===== src/rtl/core/slmc_pkg.sv =====
// ----------------------------------------------------------------------------
// Stopwatch lap mode controller package
// Shared codes, the one-hot mode type and the result record passed between
// the control core and the lap formatting pipeline.
// ----------------------------------------------------------------------------
`default_nettype none

package slmc_pkg;

   localparam int CSR_INDEX_W = 1;
   localparam int CSR_DATA_W  = 16;

   localparam logic [CSR_INDEX_W-1:0] CSR_LONG_PRESS   = 1'b0;
   localparam logic [CSR_INDEX_W-1:0] CSR_IDLE_TIMEOUT = 1'b1;

   localparam logic [CSR_DATA_W-1:0] LONG_PRESS_RESET   = 16'd3000;
   localparam logic [CSR_DATA_W-1:0] IDLE_TIMEOUT_RESET = 16'd5000;

   localparam logic [1:0] OP_PRESS   = 2'd0;
   localparam logic [1:0] OP_RELEASE = 2'd1;
   localparam logic [1:0] OP_POLL    = 2'd2;

   localparam logic [1:0] KEY_UP     = 2'd0;
   localparam logic [1:0] KEY_DOWN   = 2'd1;
   localparam logic [1:0] KEY_SELECT = 2'd2;
   localparam logic [1:0] KEY_OTHER  = 2'd3;

   localparam logic [2:0] MODE_CODE_IDLE  = 3'd0;
   localparam logic [2:0] MODE_CODE_COUNT = 3'd1;
   localparam logic [2:0] MODE_CODE_PAUSE = 3'd2;
   localparam logic [2:0] MODE_CODE_VIEW  = 3'd3;
   localparam logic [2:0] MODE_CODE_DIM   = 3'd4;

   localparam logic [1:0] STORE_NONE   = 2'd0;
   localparam logic [1:0] STORE_STORED = 2'd1;
   localparam logic [1:0] STORE_FULL   = 2'd2;

   localparam logic [1:0] VIEW_NONE  = 2'd0;
   localparam logic [1:0] VIEW_SHOWN = 2'd1;
   localparam logic [1:0] VIEW_EMPTY = 2'd2;

   localparam logic [31:0] DIV10_MAGIC = 32'hCCCC_CCCD;
   localparam logic [31:0] DIV15_MAGIC = 32'h8888_8889;

   typedef enum logic [4:0] {
      MODE_IDLE  = 5'b00001,
      MODE_COUNT = 5'b00010,
      MODE_PAUSE = 5'b00100,
      MODE_VIEW  = 5'b01000,
      MODE_DIM   = 5'b10000
   } mode_type;

   typedef struct packed {
      logic [2:0] mode;
      logic       running;
      logic       clear_count;
      logic [1:0] store_status;
      logic [3:0] lap_slot;
      logic [1:0] view_status;
      logic [2:0] dim_level;
      logic [7:0] pwm_duty;
      logic [6:0] dim_percent;
   } rsp_core_type;

   function automatic logic [2:0] mode_code(input mode_type m);
      logic [2:0] code;
      unique case (m)
         MODE_IDLE:  code = MODE_CODE_IDLE;
         MODE_COUNT: code = MODE_CODE_COUNT;
         MODE_PAUSE: code = MODE_CODE_PAUSE;
         MODE_VIEW:  code = MODE_CODE_VIEW;
         MODE_DIM:   code = MODE_CODE_DIM;
         default:    code = MODE_CODE_IDLE;
      endcase
      return code;
   endfunction

endpackage

`default_nettype wire


===== src/rtl/core/slmc_ctrl.sv =====
// ----------------------------------------------------------------------------
// Stopwatch lap mode controller core
// Holds the mode state, the lap store and the backlight level, and turns one
// keypad event into the next state and the result record in a single pass.
// ----------------------------------------------------------------------------
`default_nettype none

module slmc_ctrl #(
   parameter int LAP_SLOTS  = 10,
   parameter int DIM_LEVELS = 5
) (
   input  wire logic                               clock,
   input  wire logic                               reset,
   input  wire logic                               csr_write_enable,
   input  wire logic [slmc_pkg::CSR_INDEX_W-1:0]   csr_index,
   input  wire logic [slmc_pkg::CSR_DATA_W-1:0]    csr_write_data,
   input  wire logic                               fire,
   input  wire logic [1:0]                         item_operation,
   input  wire logic [1:0]                         item_key,
   input  wire logic [31:0]                        item_now_ms,
   input  wire logic [31:0]                        item_count_value,
   output slmc_pkg::rsp_core_type                  core,
   output logic [31:0]                             lap_value
);
   import slmc_pkg::*;

   localparam int SLOT_W = (LAP_SLOTS > 1) ? $clog2(LAP_SLOTS) : 1;
   localparam int CNT_W  = $clog2(LAP_SLOTS + 1);
   localparam logic [CNT_W-1:0] SLOTS_CNT = CNT_W'(LAP_SLOTS);
   localparam logic [2:0] LEVEL_MAX   = 3'(DIM_LEVELS - 1);
   localparam logic [2:0] LEVEL_RESET = (DIM_LEVELS - 1 < 3) ? 3'(DIM_LEVELS - 1) : 3'd3;

   mode_type                  mode_ff, mode_in;
   logic                      running_ff, running_in;
   logic [CNT_W-1:0]          laps_ff, laps_in;
   logic [SLOT_W-1:0]         view_ff, view_in;
   logic [31:0]               press_ff, press_in;
   logic [31:0]               last_ff, last_in;
   logic [2:0]                level_ff, level_in;
   logic [CSR_DATA_W-1:0]     long_press_ff, idle_timeout_ff;
   logic [31:0]               lap_store [LAP_SLOTS];
   logic                      store_we;
   logic                      show;
   logic                      report;
   logic                      from_count;
   logic [SLOT_W-1:0]         rep_slot;
   logic                      clear;
   logic [1:0]                store_status;
   logic [1:0]                view_status;
   logic [31:0]               hold_time;
   logic [31:0]               idle_time;
   logic [31:0]               rd_data;
   logic [7:0]                duty_tab [8];
   logic [6:0]                pct_tab [8];

   for (genvar g = 0; g < 8; g++) begin : g_level
      localparam int DUTY_G = (g < DIM_LEVELS) ? 255 * (g + 1) / DIM_LEVELS : 0;
      localparam int PCT_G  = DUTY_G * 100 / 255;
      assign duty_tab[g] = 8'(DUTY_G);
      assign pct_tab[g]  = 7'(PCT_G);
   end

   assign hold_time = item_now_ms - press_ff;
   assign idle_time = item_now_ms - last_ff;
   assign rd_data   = lap_store[view_in];

   always_comb begin
      mode_in      = mode_ff;
      running_in   = running_ff;
      laps_in      = laps_ff;
      view_in      = view_ff;
      press_in     = press_ff;
      last_in      = last_ff;
      level_in     = level_ff;
      store_we     = 1'b0;
      show         = 1'b0;
      report       = 1'b0;
      from_count   = 1'b0;
      rep_slot     = '0;
      clear        = 1'b0;
      store_status = STORE_NONE;
      view_status  = VIEW_NONE;

      case (item_operation)
         OP_PRESS: begin
            if (mode_ff == MODE_IDLE) begin
               if (item_key != KEY_OTHER) begin
                  mode_in    = MODE_COUNT;
                  running_in = 1'b1;
                  clear      = 1'b1;
               end
            end else begin
               case (item_key)
                  KEY_UP: begin
                     case (mode_ff)
                        MODE_COUNT: begin
                           running_in = 1'b0;
                           mode_in    = MODE_PAUSE;
                        end
                        MODE_PAUSE: begin
                           running_in = 1'b1;
                           mode_in    = MODE_COUNT;
                        end
                        MODE_VIEW: begin
                           if ((CNT_W + 1)'(view_ff) + 1'b1 < (CNT_W + 1)'(laps_ff)) begin
                              view_in = SLOT_W'(view_ff + 1'b1);
                           end
                           show = 1'b1;
                        end
                        MODE_DIM: begin
                           last_in = item_now_ms;
                           if (level_ff < LEVEL_MAX) begin
                              level_in = 3'(level_ff + 1'b1);
                           end
                        end
                        default: ;
                     endcase
                  end
                  KEY_DOWN: begin
                     case (mode_ff)
                        MODE_COUNT, MODE_PAUSE: begin
                           if (laps_ff < SLOTS_CNT) begin
                              store_we     = 1'b1;
                              store_status = STORE_STORED;
                              report       = 1'b1;
                              from_count   = 1'b1;
                              rep_slot     = laps_ff[SLOT_W-1:0];
                              laps_in      = CNT_W'(laps_ff + 1'b1);
                           end else begin
                              store_status = STORE_FULL;
                           end
                           if (mode_ff == MODE_PAUSE) begin
                              running_in = 1'b0;
                              clear      = 1'b1;
                           end
                        end
                        MODE_VIEW: begin
                           if (view_ff != '0) begin
                              view_in = SLOT_W'(view_ff - 1'b1);
                           end
                           show = 1'b1;
                        end
                        MODE_DIM: begin
                           last_in = item_now_ms;
                           if (level_ff != 3'd0) begin
                              level_in = 3'(level_ff - 1'b1);
                           end
                        end
                        default: ;
                     endcase
                  end
                  KEY_SELECT: begin
                     if (mode_ff == MODE_PAUSE) begin
                        press_in = item_now_ms;
                     end
                  end
                  default: ;
               endcase
            end
         end
         OP_RELEASE: begin
            if (item_key == KEY_SELECT) begin
               case (mode_ff)
                  MODE_PAUSE: begin
                     if (hold_time < {16'd0, long_press_ff}) begin
                        mode_in = MODE_VIEW;
                        view_in = '0;
                        show    = 1'b1;
                     end else begin
                        mode_in = MODE_DIM;
                        last_in = item_now_ms;
                     end
                  end
                  MODE_VIEW, MODE_DIM: mode_in = MODE_PAUSE;
                  default: ;
               endcase
            end
         end
         OP_POLL: begin
            if (mode_ff == MODE_DIM && idle_time >= {16'd0, idle_timeout_ff}) begin
               mode_in = MODE_PAUSE;
            end
         end
         default: ;
      endcase

      if (show) begin
         if (laps_ff == '0) begin
            view_status = VIEW_EMPTY;
         end else begin
            if (CNT_W'(view_in) >= laps_ff) begin
               view_in = SLOT_W'(laps_ff - 1'b1);
            end
            view_status = VIEW_SHOWN;
            report      = 1'b1;
            rep_slot    = view_in;
         end
      end
   end

   always_comb begin
      core.mode         = mode_code(mode_in);
      core.running      = running_in;
      core.clear_count  = clear;
      core.store_status = store_status;
      core.lap_slot     = 4'(rep_slot);
      core.view_status  = view_status;
      core.dim_level    = level_in;
      core.pwm_duty     = duty_tab[level_in];
      core.dim_percent  = pct_tab[level_in];
      if (!report) begin
         lap_value = '0;
      end else if (from_count) begin
         lap_value = item_count_value;
      end else begin
         lap_value = rd_data;
      end
   end

   always_ff @(posedge clock) begin
      if (reset) begin
         mode_ff         <= MODE_IDLE;
         running_ff      <= 1'b0;
         laps_ff         <= '0;
         view_ff         <= '0;
         press_ff        <= '0;
         last_ff         <= '0;
         level_ff        <= LEVEL_RESET;
         long_press_ff   <= LONG_PRESS_RESET;
         idle_timeout_ff <= IDLE_TIMEOUT_RESET;
      end else begin
         if (csr_write_enable) begin
            unique case (csr_index)
               CSR_LONG_PRESS:   long_press_ff   <= csr_write_data;
               CSR_IDLE_TIMEOUT: idle_timeout_ff <= csr_write_data;
               default: ;
            endcase
         end
         if (fire) begin
            mode_ff    <= mode_in;
            running_ff <= running_in;
            laps_ff    <= laps_in;
            view_ff    <= view_in;
            press_ff   <= press_in;
            last_ff    <= last_in;
            level_ff   <= level_in;
         end
      end
   end

   always_ff @(posedge clock) begin
      if (fire && store_we) begin
         lap_store[laps_ff[SLOT_W-1:0]] <= item_count_value;
      end
   end

endmodule

`default_nettype wire


===== src/rtl/core/slmc_fmt.sv =====
// ----------------------------------------------------------------------------
// Stopwatch lap mode controller lap formatter
// Four-register pipeline that splits the reported lap count into minutes,
// seconds and tenths by reciprocal multiplication, with its own flow control.
// ----------------------------------------------------------------------------
`default_nettype none

module slmc_fmt (
   input  wire logic                     clock,
   input  wire logic                     reset,
   input  wire logic                     in_valid,
   output logic                          in_ready,
   input  wire slmc_pkg::rsp_core_type   in_core,
   input  wire logic [31:0]              in_lap_value,
   output logic                          out_valid,
   input  wire logic                     out_ready,
   output slmc_pkg::rsp_core_type        out_core,
   output logic [22:0]                   out_minutes,
   output logic [5:0]                    out_seconds,
   output logic [3:0]                    out_tenths
);
   import slmc_pkg::*;

   logic         v1_ff, v2_ff, v3_ff, v4_ff;
   logic         rdy1, rdy2, rdy3, rdy4;
   rsp_core_type c1_ff, c2_ff, c3_ff, c4_ff;
   logic [31:0]  lap1_ff;
   logic [28:0]  q10_2_ff, q10_3_ff;
   logic [3:0]   low_2_ff;
   logic [3:0]   tenths_3_ff, tenths_4_ff;
   logic [22:0]  min_3_ff, min_4_ff;
   logic [5:0]   sec_4_ff;
   logic [63:0]  prod10;
   logic [63:0]  prod15;
   logic [26:0]  q10_quarter;
   logic [31:0]  q10_times_ten;
   logic [3:0]   tenths_in;
   logic [28:0]  min_times_sixty;
   logic [28:0]  sec_wide;

   assign rdy4     = !v4_ff || out_ready;
   assign rdy3     = !v3_ff || rdy4;
   assign rdy2     = !v2_ff || rdy3;
   assign rdy1     = !v1_ff || rdy2;
   assign in_ready = rdy1;

   assign prod10          = {32'd0, lap1_ff} * {32'd0, DIV10_MAGIC};
   assign q10_quarter     = q10_2_ff[28:2];
   assign prod15          = {5'd0, q10_quarter} * {32'd0, DIV15_MAGIC};
   assign q10_times_ten   = {q10_2_ff, 3'b000} + {2'b00, q10_2_ff, 1'b0};
   assign tenths_in       = low_2_ff - q10_times_ten[3:0];
   assign min_times_sixty = {min_3_ff, 6'd0} - {4'd0, min_3_ff, 2'd0};
   assign sec_wide        = q10_3_ff - min_times_sixty;

   always_ff @(posedge clock) begin
      if (reset) begin
         v1_ff <= 1'b0;
         v2_ff <= 1'b0;
         v3_ff <= 1'b0;
         v4_ff <= 1'b0;
      end else begin
         if (rdy1) v1_ff <= in_valid;
         if (rdy2) v2_ff <= v1_ff;
         if (rdy3) v3_ff <= v2_ff;
         if (rdy4) v4_ff <= v3_ff;
      end
   end

   always_ff @(posedge clock) begin
      if (rdy1) begin
         c1_ff   <= in_core;
         lap1_ff <= in_lap_value;
      end
      if (rdy2) begin
         c2_ff    <= c1_ff;
         q10_2_ff <= prod10[63:35];
         low_2_ff <= lap1_ff[3:0];
      end
      if (rdy3) begin
         c3_ff       <= c2_ff;
         q10_3_ff    <= q10_2_ff;
         tenths_3_ff <= tenths_in;
         min_3_ff    <= prod15[57:35];
      end
      if (rdy4) begin
         c4_ff       <= c3_ff;
         tenths_4_ff <= tenths_3_ff;
         min_4_ff    <= min_3_ff;
         sec_4_ff    <= sec_wide[5:0];
      end
   end

   assign out_valid   = v4_ff;
   assign out_core    = c4_ff;
   assign out_minutes = min_4_ff;
   assign out_seconds = sec_4_ff;
   assign out_tenths  = tenths_4_ff;

endmodule

`default_nettype wire


===== src/rtl/core/stopwatch_lap_mode_controller.sv =====
// ----------------------------------------------------------------------------
// Stopwatch lap mode controller
// Keypad mode control for a decisecond stopwatch with lap memory and a
// stepped backlight dimmer.
//
// Each beat on the req channel is one keypad event (press, release or poll)
// with a millisecond timestamp and the current count from the external
// counter. Each event produces exactly one beat on the rsp channel with the
// new mode, the run and clear commands, lap store and view status, the lap
// split into minutes, seconds and tenths, and the backlight level and duty.
// An accepted event passes the input register, where the mode logic updates
// the state, and then the four registers of the lap formatter, whose two
// reciprocal multiplications set that depth. One event is taken every cycle
// while the receiver takes results. When the receiver stalls, the pipeline
// fills and req_ready falls only once every stage holds a beat.
// The csr port writes the long press and idle timeout thresholds with a
// single-cycle enable; write them while no event is in flight.
// Reset is synchronous; it returns to the not started mode, empties the lap
// store and sets the thresholds to 3000 ms and 5000 ms.
// ----------------------------------------------------------------------------
`default_nettype none

module stopwatch_lap_mode_controller #(
   parameter int LAP_SLOTS  = 10,
   parameter int DIM_LEVELS = 5
) (
   input  wire logic                               clock,
   input  wire logic                               reset,
   input  wire logic                               csr_write_enable,
   input  wire logic [slmc_pkg::CSR_INDEX_W-1:0]   csr_index,
   input  wire logic [slmc_pkg::CSR_DATA_W-1:0]    csr_write_data,
   input  wire logic                               req_valid,
   output logic                                    req_ready,
   input  wire logic [1:0]                         req_operation,
   input  wire logic [1:0]                         req_key,
   input  wire logic [31:0]                        req_now_ms,
   input  wire logic [31:0]                        req_count_value,
   output logic                                    rsp_valid,
   input  wire logic                               rsp_ready,
   output logic [2:0]                              rsp_mode,
   output logic                                    rsp_running,
   output logic                                    rsp_clear_count,
   output logic [1:0]                              rsp_store_status,
   output logic [3:0]                              rsp_lap_slot,
   output logic [22:0]                             rsp_lap_minutes,
   output logic [5:0]                              rsp_lap_seconds,
   output logic [3:0]                              rsp_lap_tenths,
   output logic [1:0]                              rsp_view_status,
   output logic [2:0]                              rsp_dim_level,
   output logic [7:0]                              rsp_pwm_duty,
   output logic [6:0]                              rsp_dim_percent
);
   import slmc_pkg::*;

   logic         s0_valid_ff;
   logic [1:0]   s0_operation_ff;
   logic [1:0]   s0_key_ff;
   logic [31:0]  s0_now_ms_ff;
   logic [31:0]  s0_count_value_ff;
   logic         fmt_ready;
   logic         fire;
   rsp_core_type core;
   rsp_core_type out_core;
   logic [31:0]  lap_value;

   assign req_ready = !s0_valid_ff || fmt_ready;
   assign fire      = s0_valid_ff && fmt_ready;

   always_ff @(posedge clock) begin
      if (reset) begin
         s0_valid_ff <= 1'b0;
      end else if (req_ready) begin
         s0_valid_ff <= req_valid;
      end
   end

   always_ff @(posedge clock) begin
      if (req_valid && req_ready) begin
         s0_operation_ff   <= req_operation;
         s0_key_ff         <= req_key;
         s0_now_ms_ff      <= req_now_ms;
         s0_count_value_ff <= req_count_value;
      end
   end

   slmc_ctrl #(
      .LAP_SLOTS  (LAP_SLOTS),
      .DIM_LEVELS (DIM_LEVELS)
   ) u_ctrl (
      .clock            (clock),
      .reset            (reset),
      .csr_write_enable (csr_write_enable),
      .csr_index        (csr_index),
      .csr_write_data   (csr_write_data),
      .fire             (fire),
      .item_operation   (s0_operation_ff),
      .item_key         (s0_key_ff),
      .item_now_ms      (s0_now_ms_ff),
      .item_count_value (s0_count_value_ff),
      .core             (core),
      .lap_value        (lap_value)
   );

   slmc_fmt u_fmt (
      .clock        (clock),
      .reset        (reset),
      .in_valid     (fire),
      .in_ready     (fmt_ready),
      .in_core      (core),
      .in_lap_value (lap_value),
      .out_valid    (rsp_valid),
      .out_ready    (rsp_ready),
      .out_core     (out_core),
      .out_minutes  (rsp_lap_minutes),
      .out_seconds  (rsp_lap_seconds),
      .out_tenths   (rsp_lap_tenths)
   );

   assign rsp_mode         = out_core.mode;
   assign rsp_running      = out_core.running;
   assign rsp_clear_count  = out_core.clear_count;
   assign rsp_store_status = out_core.store_status;
   assign rsp_lap_slot     = out_core.lap_slot;
   assign rsp_view_status  = out_core.view_status;
   assign rsp_dim_level    = out_core.dim_level;
   assign rsp_pwm_duty     = out_core.pwm_duty;
   assign rsp_dim_percent  = out_core.dim_percent;

   a_input_held: assert property (@(posedge clock) disable iff (reset)
      s0_valid_ff && !fmt_ready |=> s0_valid_ff)
      else $error("input register dropped an event that was not passed on");

   a_running_counts: assert property (@(posedge clock) disable iff (reset)
      rsp_valid && rsp_running |-> rsp_mode == MODE_CODE_COUNT)
      else $error("running reported outside counting mode");

   a_view_mode: assert property (@(posedge clock) disable iff (reset)
      rsp_valid && rsp_view_status != VIEW_NONE |-> rsp_mode == MODE_CODE_VIEW)
      else $error("lap view status outside the lap viewer");

   a_store_mode: assert property (@(posedge clock) disable iff (reset)
      rsp_valid && rsp_store_status != STORE_NONE
      |-> rsp_mode == MODE_CODE_COUNT || rsp_mode == MODE_CODE_PAUSE)
      else $error("lap store status outside counting or pause");

endmodule

`default_nettype wire

===== config.mk =====
export PLATFORM = sky130hd
export DESIGN_NAME = stopwatch_lap_mode_controller
export DESIGN_NICKNAME = d
export VERILOG_FILES = /design/src/rtl/core/slmc_pkg.sv /design/src/rtl/core/slmc_ctrl.sv /design/src/rtl/core/slmc_fmt.sv /design/src/rtl/core/stopwatch_lap_mode_controller.sv
export SDC_FILE = /design/constraint.sdc
export NUM_CORES = 2
export LEC_CHECK = 0
export ABC_AREA = 0
export ABC_CLOCK_PERIOD_IN_PS = 7800
export BUFFER_PORTS_ARGS = -buffer_cell sky130_fd_sc_hd__buf_2
export CORE_MARGIN = 2
export CORE_UTILIZATION = 40
export CTS_CLUSTER_SIZE = 20
export DETAILED_ROUTE_END_ITERATION = 6
export GPL_TIMING_DRIVEN = 0
export PLACE_DENSITY = 0.59
export SETUP_SLACK_MARGIN = 0.15
export SYNTH_ARGS = -nofsm -noshare
export SYNTH_HDL_FRONTEND = slang
export SYNTH_SLANG_ARGS = --single-unit

===== constraint.sdc =====
create_clock -name clock -period 7.8 [get_ports clock]
set_input_delay 1.56 -clock clock [delete_from_list [all_inputs] [get_ports clock]]
set_output_delay 1.56 -clock clock [all_outputs]
set_load 0.005 [all_outputs]

# Word level (Yosys, flattened, before mapping)
# Memories as Yosys holds them, arrays and structs flattened. A register that Yosys moved wholly into a read port is not among the register bits.
# Index checks and enable logic that the tools add are counted.
[totals] output_inout_bits=66 memories=3 elab_cells=215 mem_bits_rw=320 rom_bits=120 register_bits=426 input_bits=90
[op_classes] bitwise_logic=6 addsub=13 mux=75 order_cmp=6 n_eq_ne=20 reduce_logical=29 mul=2
[memory_table] memory="u_ctrl.lap_store" depth=10 word_bits=32 read_ports=1 rd_clocked_by_memory_dff=0 wr=1 line_no="slmc_ctrl.sv:41" text="logic [31:0] lap_store [LAP_SLOTS];"
[memory_table] memory="(name not given)" depth=8 word_bits=8 read_ports=1 rd_clocked_by_memory_dff=1 wr=0 line_no="slmc_ctrl.sv:209" text="core.pwm_duty = duty_tab[level_in];"
[memory_table] memory="(name not given)" depth=8 word_bits=7 read_ports=1 rd_clocked_by_memory_dff=1 wr=0 line_no="slmc_ctrl.sv:210" text="core.dim_percent = pct_tab[level_in];"
[ops] cell="two-way mux 32 bit" count=7
[ops] cell="two-way mux 4 bit" count=18
[ops] cell="multiplier 32 x 32 -> 64 bit, second input constant" count=1
[ops] cell="one-hot mux 32 bit (2 select lines)" count=1
[ops] cell="subtractor 32 bit" count=2
[ops] cell="multiplier 27 x 32 -> 58 bit, second input constant" count=1
[ops] cell="greater-or-equal comparator 32 x 16 -> 1 bit" count=1
[ops] cell="< comparator 32 x 16 -> 1 bit" count=1
[ops] cell="two-way mux 5 bit" count=6
[ops] cell="two-way mux 1 bit" count=25
[ops] cell="one-hot mux 5 bit (2 select lines)" count=2
[ops] cell="two-way mux 3 bit" count=6
[ops] cell="one-hot mux 4 bit (2 select lines)" count=2
[ops] cell="one-hot mux 5 bit (3 select lines)" count=1
[ops] cell="one-hot mux 3 bit (4 select lines)" count=1
[ops] cell="equality test 5 x 2 -> 1 bit, second input constant" count=2
[ops] cell="equality test 5 x 3 -> 1 bit, second input constant" count=2
[ops] cell="equality test 5 x 4 -> 1 bit, second input constant" count=2
[ops] cell="equality test 5 bit, second input constant" count=2
[ops] cell="adder 4 x 1 -> 4 bit, second input constant" count=2
[ops] cell="inequality test 2 bit, second input constant" count=4
[ops] cell="AND reduction 8 bit" count=1
[ops] cell="subtractor 4 x 1 -> 4 bit, second input constant" count=2
[ops] cell="inequality test 2 x 1 -> 1 bit, second input constant" count=3
[ops] cell="32 further kinds" count=56

# Logic depth before layout (Yosys ltp)
# An unclocked memory read counts as a cell.
[depth] depth_word=13 depth_mapped=33 depth_no_buf=31

# Modules after synthesis
# A second synthesis with hierarchy kept.
[unflattened] hier_cells=5071 area_unflattened_um2=56545.5
[modules_own_cells] module="slmc_fmt" seq_area_each_um2=7737.4 instances=1 cells_each=2748 area_each_um2=31360.1
[modules_own_cells] module="slmc_ctrl" seq_area_each_um2=11871.4 instances=1 cells_each=2249 area_each_um2=23080.9
[modules_own_cells] module="stopwatch_lap_mode_controller" seq_area_each_um2=2062.0 instances=1 cells_each=74 area_each_um2=2104.5

# Worst setup path after synthesis
# Ideal clock, no wire load.
[synth_timing] path_type="reg2reg" start="reg u_fmt.lap1_ff[1]" end="reg u_fmt.q10_2_ff[24], data pin" setup_time_ns=0.262 stages_incl_launch_ff=26 required_ns=7.538 period_less_slack_ns=7.640 path_slack_ns=0.160 arrival_time_ns=7.378 path_cell_list="edfxtp_1 > ha_1 > fa_1 > inv_1 > fa_1 > inv_1 > fa_1 > inv_1 > fa_1 > fa_1 > inv_1 > fa_1 > fa_1 > ha_1 > nand4_1 > nor2_1 > nand4_1 > or3_1 > o211a_1 > o21a_1 > or3_1 > a31oi_1 > nand4_1 > a21boi_1 > o31ai_1 > xnor2_1"
[synth_via] elab_chain_len=1
[synth_lines] element="from (decl)" line_no="slmc_fmt.sv:27" text="logic [31:0] lap1_ff;"
[synth_lines] element="from (signal assigned)" line_no="slmc_fmt.sv:72" text="lap1_ff <= in_lap_value;"
[synth_lines] element="multiplier 32 x 32 -> 64 bit" line_no="slmc_fmt.sv:47" text="assign prod10 = {32'd0, lap1_ff} * {32'd0, DIV10_MAGIC};"
[synth_lines] element="via u_fmt.prod10[59]" line_no="slmc_fmt.sv:33" text="logic [63:0] prod10;"
[synth_lines] element="to (signal assigned)" line_no="slmc_fmt.sv:76" text="q10_2_ff <= prod10[63:35];"
[synth_lines] element="to (decl)" line_no="slmc_fmt.sv:28" text="logic [28:0] q10_2_ff, q10_3_ff;"
# The timed path passes the listed nets, and every way through them passes these cells.
# A chain may end at the register's enable or synchronous reset.

# Worst setup path after layout
[layout_timing] start="reg u_fmt.lap1_ff[13]" end="reg u_fmt.q10_2_ff[28], data pin"
# Same word-level chain as after synthesis.

==> impl_metrics.ini <==
[detailed_routing]
dr.first_iter.drc_count = 2598
avgViaCountPerCell = 5.14
drtAntennaViolNets = 0
wl_microns = 140000
wl_per_cell_microns = 20.1
firstDrtPassIters = 7
vias = 35700
drc = 0

[global_routing]
grt_pass1_vias = 36700
grt_max_degree = 44
antenna_found_initial = 8
grt_busiest_layer = met2
grt_pass1_wl_microns = 216000
globalRouteMet2Util_pct = 32.9
overflow = 0
met3_usage_pct = 3.02
grt_usage_pct = 20.0
globalRouteMet1Util_pct = 27.7

[placement]
preCtsSetupSlack_ns = -1.11
dpl-instance-area_sq_um = 58400
portBuffers = 152
place.gp.congestion = 0.918
dp_hpwl_microns = 109000

[die]
fp.dieH_microns = 375
die-area_sq_um = 141000
fp-row-count = 136
core_area_sq_um = 137000
ios = 156
start_util_pct = 40.2
die_x_microns = 375

[synthesis]
yosys_warnings = 0
yosys.area.top_type = edfxtp_1
ys_ff_latch = 733
synthFlopType = edfxtp_1
synth.most_common_cell = inv_1
synth_edf_count = 615
syn_inst = 4721
synth_commonest_cells = inv_1, ha_1, edfxtp_1
seq_area_frac_synth_pct = 37.9
ys_async_sr_fraction_pct = 0
synthTopCellsByArea = edfxtp_1, fa_1, ha_1
yosysTopAreaCellShare_pct = 33.6
syn-mean-instance-area_sq_um = 11.7
syn_area_sq_um = 55000
yosysUniqueCellTypes = 87

[clock_network]
cts_made_buffers = 87
cts-root-buf = clkbuf_16
numClockSinks = 733
cts_tree = built
cts_buffer_depth = 3
htreeDepth = 3
clock_latency_ns = 0.72
clkTransAtPathRegs_ns = 0.06

[layout]
ff_latch_area_sq_um = 20800
multiInputGateArea_sq_um = 30900
nNetsFinal = 6341
syn_to_final_growth_pct = 14.3
design_area_sq_um = 62900
drive_above_1_share_pct = 11.9
n_antenna_cell = 0
fin_util_pct = 45.9
nFillCells = 12400

[timing]
slew_viol_final = 0
finClkSkew_ns = 0.0548
hold_viol_final = 0
fin_ws_ns = -0.0114
finalSetupViolCount = 3
rsz0062_at_grt = true
fin_crit_sh_pct = 100
slew_headroom_pct = 11.1
max_freq_mhz = 128
worst_pin_slew_ns = 1.30
min_period_ns = 7.81

[run_status]
violations = setup timing
status = finished with violations

[power]
cellPowerDensity_nw_per_um2 = 144
power.leakage_nw = 29.7
ir_worst_vdd_mv = 0.163

[worst_setup_path]
critPathKind = reg -> reg
end_kind = register
critical_path_required_ns = 8.20
start_kind = register
crit_arrival_ns = 8.22
critical_path.max_fanout = 4

[min_path]
hold_path.class = reg -> reg

[job]
cap_viol_max_count = 0
-- cell type report --
class	count	share of cell area, %
inverter	894	5.38
clock buffer	112	3.64
tap	1794	3.57
sequential	733	33.1
timing repair buffer	287	3.29
buffer	126	1.05
multi-input combinational	2969	49.1
clock inverter	43	0.863
-- worst max-delay path, stage by stage, from the launching register on --
cell and delay, ns:
edfxtp_1 0.49, buf_6 0.18, ha_4 0.31, inv_4 0.04
buf_4 0.12, buf_4 0.12, buf_4 0.12, buf_4 0.13
buf_4 0.12, buf_4 0.12, fa_1 0.46, fa_1 0.49
fa_1 0.49, inv_1 0.05, fa_1 0.54, fa_1 0.44
fa_1 0.50, ha_1 0.34, nand4_1 0.24, or3_1 0.44
o211a_1 0.26, o21a_4 0.26, or3_4 0.35, a31oi_4 0.27
a31o_4 0.19, a221o_1 0.17, a21oi_2 0.07, xnor2_2 0.16
-- layout by cell type (no fill, tap or decap), types with 18 or more instances in the layout --
cell type  instances
nand2_1          270
o21ai_0           71
a2bb2oi_1         33
a221o_1           33
buf_4            136
nand4_1           32
nor3b_1           41
a21o_1            57
nor2b_1           29
o21ai_1           20
mux2i_1          231
ha_4              33
xor2_1            28
inv_1            875
nor2_1           184
nor4b_1           33
buf_2            176
a211oi_1          18
xnor2_1           68
dfxtp_1          118
edfxtp_1         615
and2_0            30
o31a_1            34
ha_1             598
nand2b_1          24
o21a_1            30
nand3_1           36
nor3_1            32
fa_1             507
a21oi_1          185
clkbuf_1          89
a211o_1           18
clkbuf_16         88
-- routing by layer --
metal  up-vias  share of wire (%)
met5         -                  0
met4         0                2.2
met3       160                5.4
met2       873                 47
met1     17800                 45
li1      16900                  -
-- stage by stage --
stage                     hold WS [ns]  setup TNS [ns]  cells  power [mW]
after floorplan                  0.400               0   4722        4.92
after global placement           0.403          -79.41   6668        5.14
after detailed placement         0.405          -16.19   6683        5.15
after CTS                        0.415               0   6931        9.20
after global routing             0.417           -1.60   6958        9.43
final                            0.415         -0.0307   6958        9.08
-- registers in the layout, summed over array words and instances, names as in the netlist, 24 cells and up --
register / cells
s0_count_value_ff: 32
s0_now_ms_ff: 32
u_ctrl.lap_store: 320
u_ctrl.last_ff: 32
u_ctrl.press_ff: 32
u_fmt.c1_ff: 24
u_fmt.c2_ff: 24
u_fmt.c3_ff: 24
u_fmt.lap1_ff: 32
u_fmt.out_core: 24
u_fmt.q10_2_ff: 29
-- repair_timing --
item | in CTS | in global routing
pin swaps | 76 | 30
resized for setup | 115 | 34
buffers inserted | 93 | 27
hold buffers | 0 | 0
setup endpoints to repair | 57 | 52
-- path summary, 6_finish.rpt --
check                         start            endpoint  slack (ns)  depth (start not counted)
setup / recovery  u_fmt.lap1_ff[13]  u_fmt.q10_2_ff[28]       -0.01                         27
hold reg to reg     u_fmt.c3_ff[18]  u_fmt.out_core[18]        0.42                          0
setup reg to reg  u_fmt.lap1_ff[13]  u_fmt.q10_2_ff[28]       -0.01                         27
hold / removal      u_fmt.c3_ff[18]  u_fmt.out_core[18]        0.42                          0
-- cells by family after synthesis --
kind of cell	synth area share [%]
adders and majority gates	33.3
buffers and inverters	7.30
and+or+nand+nor	7.70
DFF	37.9
AOI/OAI and AO/OA	7.99
muxes	4.26
xor gates and xnor gates	1.61
other	0.00681
-- where the power goes --
group | switching, mW | internal (mW)
clock | 1.68 | 2.33
sequential | 0.0886 | 4.31
combinational | 0.405 | 0.270
total | 2.17 | 6.91
Power figures use the tool's default switching activity.
